===== src/hw/rtl/dopq_pkg.sv =====
package dopq_pkg;

   localparam int unsigned QUEUE_DEPTH_DEFAULT = 16;
   localparam int unsigned PRIO_W = 64;
   localparam int unsigned SLOT_W = 4;
   localparam int unsigned OCC_W = 5;

   // operation codes
   typedef enum logic [1:0] {
      FUNC_ENQUEUE = 2'd0,
      FUNC_PEEK    = 2'd1,
      FUNC_REMOVE  = 2'd2,
      FUNC_UNUSED  = 2'd3
   } func_type;

   // result status codes
   typedef enum logic [1:0] {
      STATUS_OK    = 2'd0,
      STATUS_NONE  = 2'd1,
      STATUS_FULL  = 2'd2,
      STATUS_RSVD  = 2'd3
   } status_type;

   // item handed from front to back
   typedef struct packed {
      func_type           func;
      logic [PRIO_W-1:0]  prio_value;
      logic               by_priority;
      logic [SLOT_W-1:0]  slot_in;
   } cmd_type;

   // signed less-than on raw patterns
   function automatic logic prio_less(input logic [PRIO_W-1:0] a,
                                      input logic [PRIO_W-1:0] b);
      prio_less = $signed(a) < $signed(b);
   endfunction

endpackage


===== src/hw/rtl/dopq_if.sv =====
interface dopq_req_if;
   logic                         valid;
   logic                         ready;
   logic [1:0]                   func;
   logic [dopq_pkg::PRIO_W-1:0]  prio_value;
   logic                         by_priority;
   logic [dopq_pkg::SLOT_W-1:0]  slot_in;
   modport source (output valid, func, prio_value, by_priority, slot_in, input ready);
   modport sink (input valid, func, prio_value, by_priority, slot_in, output ready);
endinterface

interface dopq_rsp_if;
   logic                         valid;
   logic                         ready;
   logic [1:0]                   status;
   logic [dopq_pkg::SLOT_W-1:0]  slot_out;
   logic [dopq_pkg::PRIO_W-1:0]  prio_out;
   logic [dopq_pkg::OCC_W-1:0]   occupancy;
   modport source (output valid, status, slot_out, prio_out, occupancy, input ready);
   modport sink (input valid, status, slot_out, prio_out, occupancy, output ready);
endinterface


===== src/hw/rtl/dopq_front.sv =====
module dopq_front (
   input  logic                clock,
   input  logic                reset,
   dopq_req_if.sink            req,
   output logic                cmd_valid,
   input  logic                cmd_ready,
   output dopq_pkg::cmd_type   cmd
);

   // two-entry command queue
   dopq_pkg::cmd_type  buf_ff [2];
   dopq_pkg::cmd_type  buf_in [2];
   logic [1:0]         cnt_ff, cnt_in;
   logic               push, pop;
   dopq_pkg::cmd_type  in_cmd;

   // classify: raw code onto the operation type
   always_comb begin
      in_cmd.func        = dopq_pkg::func_type'(req.func);
      in_cmd.prio_value  = req.prio_value;
      in_cmd.by_priority = req.by_priority;
      in_cmd.slot_in     = req.slot_in;
   end

   assign req.ready = (cnt_ff != 2'd2);
   assign push      = req.valid && req.ready;
   assign cmd_valid = (cnt_ff != 2'd0);
   assign pop       = cmd_valid && cmd_ready;
   assign cmd       = buf_ff[0];

   // queue update
   always_comb begin
      buf_in[0] = buf_ff[0];
      buf_in[1] = buf_ff[1];
      cnt_in    = cnt_ff;
      if (pop) begin
         buf_in[0] = buf_ff[1];
         cnt_in    = cnt_in - 2'd1;
      end
      if (push) begin
         if (cnt_in == 2'd0) buf_in[0] = in_cmd;
         else                buf_in[1] = in_cmd;
         cnt_in = cnt_in + 2'd1;
      end
   end

   always_ff @(posedge clock) begin
      buf_ff[0] <= buf_in[0];
      buf_ff[1] <= buf_in[1];
      if (reset) cnt_ff <= 2'd0;
      else       cnt_ff <= cnt_in;
   end

`ifndef ASSERT_OFF
   a_cnt_max: assert property (@(posedge clock) disable iff (reset) cnt_ff != 2'd3)
      else $error("command queue count overflow");
   a_no_push_full: assert property (@(posedge clock) disable iff (reset)
      (cnt_ff == 2'd2 && !pop) |=> cnt_ff == 2'd2)
      else $error("command queue lost entries while full");
   a_pop_dec: assert property (@(posedge clock) disable iff (reset)
      (pop && !push) |=> cnt_ff == $past(cnt_ff) - 2'd1)
      else $error("command queue count wrong on pop");
`endif

endmodule


===== src/hw/rtl/dopq_back.sv =====
module dopq_back #(
   parameter int unsigned QUEUE_DEPTH = dopq_pkg::QUEUE_DEPTH_DEFAULT
) (
   input  logic                clock,
   input  logic                reset,
   input  logic                cmd_valid,
   output logic                cmd_ready,
   input  dopq_pkg::cmd_type   cmd,
   dopq_rsp_if.source          rsp
);

   localparam int unsigned IDX_W = (QUEUE_DEPTH > 1) ? $clog2(QUEUE_DEPTH) : 1;
   localparam int unsigned CNT_W = $clog2(QUEUE_DEPTH + 1);
   localparam int unsigned PW = dopq_pkg::PRIO_W;

   typedef enum logic [3:0] {
      ST_IDLE = 4'b0001,
      ST_SCAN = 4'b0010,
      ST_DONE = 4'b0100,
      ST_OUT  = 4'b1000
   } state_type;

   state_type          state_ff, state_in;
   dopq_pkg::cmd_type  cur_ff, cur_in;
   logic [QUEUE_DEPTH-1:0] valid_ff, valid_in;
   logic [PW-1:0]      prio_mem [QUEUE_DEPTH];
   logic [IDX_W-1:0]   rank_mem [QUEUE_DEPTH];
   logic [CNT_W-1:0]   count_ff, count_in;
   logic [IDX_W:0]     idx_ff, idx_in;
   logic               found_ff, found_in;
   logic [IDX_W-1:0]   pick_ff, pick_in;
   logic [PW-1:0]      pprio_ff, pprio_in;
   logic [IDX_W-1:0]   prank_ff, prank_in;
   logic [IDX_W-1:0]   del_rank_ff, del_rank_in;
   logic [1:0]         st_out_ff, st_out_in;
   logic [dopq_pkg::SLOT_W-1:0] slot_out_ff, slot_out_in;
   logic [PW-1:0]      prio_out_ff, prio_out_in;
   logic [IDX_W-1:0]   ia;
   logic               wr_en;
   logic [IDX_W-1:0]   wr_idx;
   logic [PW-1:0]      wr_prio;
   logic [IDX_W-1:0]   wr_rank;
   logic               dec_en;
   logic               better;
   logic               slot_ok;
   logic [IDX_W-1:0]   slot_idx;

   assign ia        = idx_ff[IDX_W-1:0];
   assign cmd_ready = (state_ff == ST_IDLE);
   assign slot_ok   = ({{(32-dopq_pkg::SLOT_W){1'b0}}, cmd.slot_in} < QUEUE_DEPTH);
   assign slot_idx  = IDX_W'(cmd.slot_in);

   // candidate comparison for the peek scan
   always_comb begin
      if (cur_ff.by_priority)
         better = dopq_pkg::prio_less(prio_mem[ia], pprio_ff) ||
                  (prio_mem[ia] == pprio_ff && rank_mem[ia] < prank_ff);
      else
         better = rank_mem[ia] < prank_ff;
   end

   // sequencer: one slot per scan cycle
   always_comb begin
      state_in    = state_ff;
      cur_in      = cur_ff;
      valid_in    = valid_ff;
      count_in    = count_ff;
      idx_in      = idx_ff;
      found_in    = found_ff;
      pick_in     = pick_ff;
      pprio_in    = pprio_ff;
      prank_in    = prank_ff;
      del_rank_in = del_rank_ff;
      st_out_in   = st_out_ff;
      slot_out_in = slot_out_ff;
      prio_out_in = prio_out_ff;
      wr_en       = 1'b0;
      wr_idx      = ia;
      wr_prio     = cur_ff.prio_value;
      wr_rank     = count_ff[IDX_W-1:0];
      dec_en      = 1'b0;
      unique case (state_ff)
         ST_IDLE: begin
            if (cmd_valid) begin
               cur_in   = cmd;
               idx_in   = '0;
               found_in = 1'b0;
               state_in = ST_SCAN;
               if (cmd.func == dopq_pkg::FUNC_REMOVE) begin
                  slot_out_in = cmd.slot_in;
                  if (slot_ok && valid_ff[slot_idx]) begin
                     prio_out_in  = prio_mem[slot_idx];
                     del_rank_in  = rank_mem[slot_idx];
                     valid_in[slot_idx] = 1'b0;
                     count_in     = count_ff - CNT_W'(1);
                     st_out_in    = dopq_pkg::STATUS_OK;
                  end else begin
                     prio_out_in = '0;
                     st_out_in   = dopq_pkg::STATUS_NONE;
                     state_in    = ST_OUT;
                  end
               end else if (cmd.func == dopq_pkg::FUNC_UNUSED) begin
                  st_out_in   = dopq_pkg::STATUS_NONE;
                  slot_out_in = '0;
                  prio_out_in = '0;
                  state_in    = ST_OUT;
               end
            end
         end
         ST_SCAN: begin
            unique case (cur_ff.func)
               dopq_pkg::FUNC_ENQUEUE: begin
                  if (!valid_ff[ia]) begin
                     wr_en         = 1'b1;
                     valid_in[ia]  = 1'b1;
                     count_in      = count_ff + CNT_W'(1);
                     found_in      = 1'b1;
                     pick_in       = ia;
                     state_in      = ST_DONE;
                  end
               end
               dopq_pkg::FUNC_PEEK: begin
                  if (valid_ff[ia] && (!found_ff || better)) begin
                     found_in = 1'b1;
                     pick_in  = ia;
                     pprio_in = prio_mem[ia];
                     prank_in = rank_mem[ia];
                  end
               end
               default: begin
                  if (valid_ff[ia] && rank_mem[ia] > del_rank_ff) dec_en = 1'b1;
               end
            endcase
            if (state_in == ST_SCAN) begin
               if (idx_ff == (IDX_W+1)'(QUEUE_DEPTH - 1)) state_in = ST_DONE;
               else idx_in = idx_ff + (IDX_W+1)'(1);
            end
         end
         ST_DONE: begin
            state_in = ST_OUT;
            if (cur_ff.func == dopq_pkg::FUNC_ENQUEUE) begin
               st_out_in   = found_ff ? dopq_pkg::STATUS_OK : dopq_pkg::STATUS_FULL;
               slot_out_in = found_ff ? dopq_pkg::SLOT_W'(pick_ff) : '0;
               prio_out_in = found_ff ? cur_ff.prio_value : '0;
            end else if (cur_ff.func == dopq_pkg::FUNC_PEEK) begin
               if (!found_ff || (cur_ff.by_priority &&
                   dopq_pkg::prio_less(cur_ff.prio_value, pprio_ff))) begin
                  st_out_in   = dopq_pkg::STATUS_NONE;
                  slot_out_in = '0;
                  prio_out_in = '0;
               end else begin
                  st_out_in   = dopq_pkg::STATUS_OK;
                  slot_out_in = dopq_pkg::SLOT_W'(pick_ff);
                  prio_out_in = pprio_ff;
               end
            end
         end
         ST_OUT: begin
            if (rsp.ready) state_in = ST_IDLE;
         end
         default: state_in = ST_IDLE;
      endcase
   end

   // slot store
   always_ff @(posedge clock) begin
      if (wr_en) begin
         prio_mem[wr_idx] <= wr_prio;
         rank_mem[wr_idx] <= wr_rank;
      end else if (dec_en) begin
         rank_mem[ia] <= rank_mem[ia] - IDX_W'(1);
      end
   end

   always_ff @(posedge clock) begin
      if (reset) begin
         state_ff <= ST_IDLE;
         valid_ff <= '0;
         count_ff <= '0;
      end else begin
         state_ff <= state_in;
         valid_ff <= valid_in;
         count_ff <= count_in;
      end
      cur_ff      <= cur_in;
      idx_ff      <= idx_in;
      found_ff    <= found_in;
      pick_ff     <= pick_in;
      pprio_ff    <= pprio_in;
      prank_ff    <= prank_in;
      del_rank_ff <= del_rank_in;
      st_out_ff   <= st_out_in;
      slot_out_ff <= slot_out_in;
      prio_out_ff <= prio_out_in;
   end

   assign rsp.valid     = (state_ff == ST_OUT);
   assign rsp.status    = st_out_ff;
   assign rsp.slot_out  = slot_out_ff;
   assign rsp.prio_out  = prio_out_ff;
   assign rsp.occupancy = dopq_pkg::OCC_W'(count_ff);

`ifndef ASSERT_OFF
   a_count_match: assert property (@(posedge clock) disable iff (reset)
      state_ff == ST_IDLE |-> count_ff == CNT_W'($countones(valid_ff)))
      else $error("entry count differs from valid slots");
   a_hold_out: assert property (@(posedge clock) disable iff (reset)
      (rsp.valid && !rsp.ready) |=> rsp.valid && $stable(st_out_ff))
      else $error("result changed while stalled");
   a_onehot: assert property (@(posedge clock) disable iff (reset) $onehot(state_ff))
      else $error("state not one-hot");
`endif

endmodule


===== src/hw/rtl/dual_order_priority_queue_unit.sv =====
// dual_order_priority_queue_unit: slot pool kept in arrival and priority order.
// req channel carries one item per operation: func (enqueue, peek, remove),
// prio_value (new priority or peek limit), by_priority and slot_in.
// rsp channel returns exactly one item per request: status, slot_out,
// prio_out and occupancy after the operation.
// a two-entry command queue in front takes items while the back end works.
// the back end scans the slot store one slot per cycle:
//   enqueue: stops at the first free slot, or scans every slot when full
//   peek and successful remove: scan every slot
//   failed remove and unused codes: no scan, straight to the result
// each item first passes the command queue register; the scan loop sets the rate.
// the result sits in an output register until rsp.ready; while the receiver
// stalls, the back end holds and the front queue fills, then req.ready drops.
// reset (synchronous, active high) empties the queue at once: all slots free,
// occupancy zero, no clearing pass.
module dual_order_priority_queue_unit #(
   parameter int unsigned QUEUE_DEPTH = dopq_pkg::QUEUE_DEPTH_DEFAULT
) (
   input  logic       clock,
   input  logic       reset,
   dopq_req_if.sink   req,
   dopq_rsp_if.source rsp
);

   logic               cmd_valid;
   logic               cmd_ready;
   dopq_pkg::cmd_type  cmd;

   // front: accept and queue items
   dopq_front u_front (
      .clock     (clock),
      .reset     (reset),
      .req       (req),
      .cmd_valid (cmd_valid),
      .cmd_ready (cmd_ready),
      .cmd       (cmd)
   );

   // back: execute on the slot store
   dopq_back #(.QUEUE_DEPTH(QUEUE_DEPTH)) u_back (
      .clock     (clock),
      .reset     (reset),
      .cmd_valid (cmd_valid),
      .cmd_ready (cmd_ready),
      .cmd       (cmd),
      .rsp       (rsp)
   );

endmodule


===== src/flat_wrapper.sv =====
// flat-port wrapper written by rule: the top's interface ports become plain ports
module dual_order_priority_queue_unit_flat 
#(
   parameter int unsigned QUEUE_DEPTH = dopq_pkg::QUEUE_DEPTH_DEFAULT
)
  (clock, reset, req_valid, req_func, req_prio_value, req_by_priority, req_slot_in, req_ready, rsp_valid, rsp_status, rsp_slot_out, rsp_prio_out, rsp_occupancy, rsp_ready);
  dopq_req_if req_i ();
  dopq_rsp_if rsp_i ();
  input  logic clock;
  input  logic reset;
  input wire logic [$bits(req_i.valid)-1:0] req_valid;
  input wire logic [$bits(req_i.func)-1:0] req_func;
  input wire logic [$bits(req_i.prio_value)-1:0] req_prio_value;
  input wire logic [$bits(req_i.by_priority)-1:0] req_by_priority;
  input wire logic [$bits(req_i.slot_in)-1:0] req_slot_in;
  output wire logic [$bits(req_i.ready)-1:0] req_ready;
  output wire logic [$bits(rsp_i.valid)-1:0] rsp_valid;
  output wire logic [$bits(rsp_i.status)-1:0] rsp_status;
  output wire logic [$bits(rsp_i.slot_out)-1:0] rsp_slot_out;
  output wire logic [$bits(rsp_i.prio_out)-1:0] rsp_prio_out;
  output wire logic [$bits(rsp_i.occupancy)-1:0] rsp_occupancy;
  input wire logic [$bits(rsp_i.ready)-1:0] rsp_ready;
  assign req_i.valid = req_valid;
  assign req_i.func = req_func;
  assign req_i.prio_value = req_prio_value;
  assign req_i.by_priority = req_by_priority;
  assign req_i.slot_in = req_slot_in;
  assign req_ready = req_i.ready;
  assign rsp_valid = rsp_i.valid;
  assign rsp_status = rsp_i.status;
  assign rsp_slot_out = rsp_i.slot_out;
  assign rsp_prio_out = rsp_i.prio_out;
  assign rsp_occupancy = rsp_i.occupancy;
  assign rsp_i.ready = rsp_ready;
  dual_order_priority_queue_unit #(.QUEUE_DEPTH(QUEUE_DEPTH)) u_core (.clock(clock), .reset(reset), .req(req_i), .rsp(rsp_i));
endmodule

===== config.mk =====
export PLATFORM = sky130hd
export DESIGN_NAME = dual_order_priority_queue_unit_flat
export DESIGN_NICKNAME = d
export VERILOG_FILES = /design/src/hw/rtl/dopq_pkg.sv /design/src/hw/rtl/dopq_if.sv /design/src/hw/rtl/dopq_front.sv /design/src/hw/rtl/dopq_back.sv /design/src/hw/rtl/dual_order_priority_queue_unit.sv /design/src/flat_wrapper.sv
export SDC_FILE = /design/constraint.sdc
export NUM_CORES = 2
export LEC_CHECK = 0
export BUFFER_PORTS_ARGS = -buffer_cell sky130_fd_sc_hd__buf_2
export CORE_MARGIN = 2
export CORE_UTILIZATION = 55
export CTS_CLUSTER_SIZE = 14
export DETAILED_ROUTE_END_ITERATION = 12
export HOLD_SLACK_MARGIN = 0.1
export PLACE_DENSITY = 0.71
export REMOVE_ABC_BUFFERS = 1
export SLEW_MARGIN = 0
export SYNTH_ARGS = -nofsm -noshare
export SYNTH_HDL_FRONTEND = slang
export SYNTH_SLANG_ARGS = --single-unit

===== constraint.sdc =====
create_clock -name clock -period 15.6 [get_ports clock]
set_clock_uncertainty 0.1 [all_clocks]
set_input_delay 0.78 -clock clock [delete_from_list [all_inputs] [get_ports clock]]
set_output_delay 0.78 -clock clock [all_outputs]
set_load 0.05 [all_outputs]

==> key figures <==
Min path
  • Cell depth of the worst hold path: 0
  • Worst min-delay path class: register to register
  • Hold path start: u_core.u_front.buf_ff[0][7]$_DFF_P_
  • Worst hold path endpoint: u_core.u_back.wr_prio[2]$_DFFE_PP_

STA
  • Rel. slew slack: 0.2430
  • Final period util: 0.5310
  • Least-Margin Pin Slew: about 1.1 ns
  • Final hold vios: 0
  • Max Fclk: roughly 0.12 GHz
  • RSZ-0062 raised after global routing: false
  • Minimum clock period: between 8 and 9 ns
  • Max-slew violations: 0
  • # setup viols final: 0
  • Setup ws final: between 7 and 8 ns
  • Final TNS setup: 0 ns
  • Hold_ws: ~0.33 ns

Drt
  • Residual DRC: 0
  • Routed vias: approximately 37000
  • Drt first pass iters: 5
  • WL per Instance: 32.62 um
  • Post-route ant nets: 0
  • Starting DRT DRC Count: 5269
  • WL final: 176200 um
  • Routed vias/inst: between 6 and 7

Floorplanning
  • Die X: ~350 um
  • Die area: 124000 um2
  • Die H: 352.2 um
  • Initial core utilization: 0.5550
  • Row Count: approximately 130
  • IO Count: 152
  • CORE AREA: around 120000 um2

Critical path
  • Critical path class: register to register
  • WP data required: 15.88 ns
  • CP Launch Type: register
  • R2R depth: 15
  • Critical path capture point type: register
  • Worst r2r dst: u_core.u_back.pprio_ff[13]$_DFFE_PP_
  • R2R Setup Slk: ~7.3 ns
  • Worst EP arrival: approximately 8.6 ns
  • CP Max Fanout: around 110

Synth
  • Synth Area per Inst: approximately 19 um2
  • Asr flop ratio synth: 0
  • Synthesis-stage register bit count: ~1500
  • Yosys warning count: 0
  • Synthesized netlist cell count: 3446
  • Post-synth top flop: edfxtp_1
  • Sequential-to-total area share from yosys stat: 0.6512
  • Yosys cell types: 60
  • Top cells by area, synth: edfxtp_1 62%, mux4_2 23%, dfxtp_1 3.1%
  • Post-synth EDFFs: roughly 1400
  • Post-synthesis cell area: between 60000 and 70000 um2
  • Post-synth top area cell: edfxtp_1
  • Share of the synthesized area in the top cell type: 0.6206

Place
  • IO buf count: 151
  • DP Cell Count: about 5100
  • Area after DPL: approximately 69000 um2
  • Final HPWL DP: roughly 96000 um
  • Setup WS pre-CTS: 7.180 ns
  • RePlAce Congestion: 0.8536

Global route
  • First-pass GRT wire length: ~260000 um
  • Pin count of the biggest net entering global routing: between 150 and 200
  • Vias in the first global route: 39200
  • Initial antenna violation count: 0
  • Grt ovf: 0
  • Total track usage: 0.2869

Clock network
  • CTS Hold Bufs: 71
  • Worst-Skew Late Latency: 0.80 ns
  • CTS Buf Count: 152
  • Setup bufs post-CTS: 0
  • Htree depth: 4
  • Post_cts resized: 0
  • TritonCTS clock tree: built
  • Reg clk slew, reported paths: roughly 0.06 ns
  • # clock sinks: between 1000 and 1500
  • CTS Root Cell: clkbuf_16
  • Clock Tree Buf Depth: 3

Power and ir drop
  • PD cells: 189.1 nW/um2
  • Max VDD drop: between 200 and 250 uV
  • Leakage dissipation: about 25 nW

Cells and area
  • Area grow syn2layout: 11.94%
  • Commonest non-fill, non-tap cell in the layout: edfxtp_1
  • Final cell count without fillers: 5402
  • Final Net Count: just under 4000
  • Most frequent cells in the layout: 1378 x edfxtp_1, 689 x mux4_2, 198 x nand2_1
  • Layout cells sized above 1: 0.3018
  • Number of antenna diodes: 0
  • Final Cell Area: roughly 75000 um2

Run
  • Max-cap viol count: 0

Run status
  • Status: finished, final reports clean
## routing by layer
layer,up-vias,track usage,wire length (um)
met5,-,0,0
met4,0,0.1004,5880
met3,332,0.07519,18710
met2,2154,0.4602,85820
met1,19580,0.3849,65830
li1,14980,-,-
## cell type report
type                            instances  area, um2
Fill cell                            8387      45490
Clock inverter                         67      523.0
Clock buffer                          214       4265
Multi-Input combinational cell       1656      22080
Tap cell                             1612       2017
Timing Repair Buffer                  277       1929
Inverter                               96      379.1
Sequential cell                      1480      43450
## cells in the mapped netlist, drive strengths merged (9+ instances only)
cell type	instances
nand3	23
dfxtp	102
nor3	15
edfxtp	1378
buf	89
o21ai	39
a221o	64
nor2b	72
clkbuf	125
a21oi	63
a31oi	76
nor2	121
nand2	200
nand2b	9
inv	95
nand4	23
mux4	689
a21o	22
ha	146
## worst max-delay path, stage by stage (launching register included)
cell	delay, ns
dfxtp_4	0.64
buf_12	0.61
buf_12	0.78
buf_4	0.96
mux4_2	0.61
mux4_2	0.51
ha_1	0.32
nand4_1	0.20
nor4b_1	0.68
nand3_1	0.23
or3_1	0.45
a21oi_1	0.18
nand2_1	0.06
a21o_1	0.24
nand2_4	0.26
buf_4	0.90
## worst max-delay path by stage
stage	depth (start not counted)	startpoint	slack [ns]	endpoint
2_1_floorplan	11	register	-0.27	u_core.u_back.pprio_ff[0]$_DFFE_PP_
3_3_place_gp	15	register	7.17	u_core.u_back.pprio_ff[12]$_DFFE_PP_
3_5_place_dp	15	register	7.18	u_core.u_back.pprio_ff[5]$_DFFE_PP_
4_1_cts	15	register	7.13	u_core.u_back.pprio_ff[13]$_DFFE_PP_
5_1_grt	15	register	6.71	u_core.u_back.pprio_ff[13]$_DFFE_PP_
6_report	15	register	7.32	u_core.u_back.pprio_ff[13]$_DFFE_PP_
## power breakdown
group,switching (mW),internal [mW]
registers,0.742,5.23
logic,2.42,2.19
clock network,1.52,2.01
## stage by stage
step                total power, mW    util
finish                        14.11  0.6213
floorplan                     10.36       -
global placement              10.50  0.5755
global route                  14.72  0.6213
CTS                           14.16  0.6212
detailed placement            10.64  0.5755
## registers in the layout, summed over array words and instances (netlist names), 5 cells and up, named ones only
signal and count:
u_core.u_back.rank_mem 64, u_core.u_back.idx_ff 5, u_core.u_back.prio_mem 1024, u_core.u_back.rsp.prio_out 64, u_core.u_front.buf_ff 142, u_core.u_back.valid_ff 16
u_core.u_back.pprio_ff 64, u_core.u_back.wr_prio 64, u_core.u_back.rsp.occupancy 5
## cells by family after synthesis
group / count (synthesis) / synth area share
AO/OA/AOI/OAI: 305 / 0.03192
XOR/XNOR: 10 / 0.001314
adder cells (fa/ha/maj): 147 / 0.02770
buffers and inverters: 310 / 0.01922
flip-flops: 1480 / 0.6512
multiplexers: 700 / 0.2345
AND/OR/NAND/NOR: 494 / 0.03417
Power figures use the tool's default switching activity.
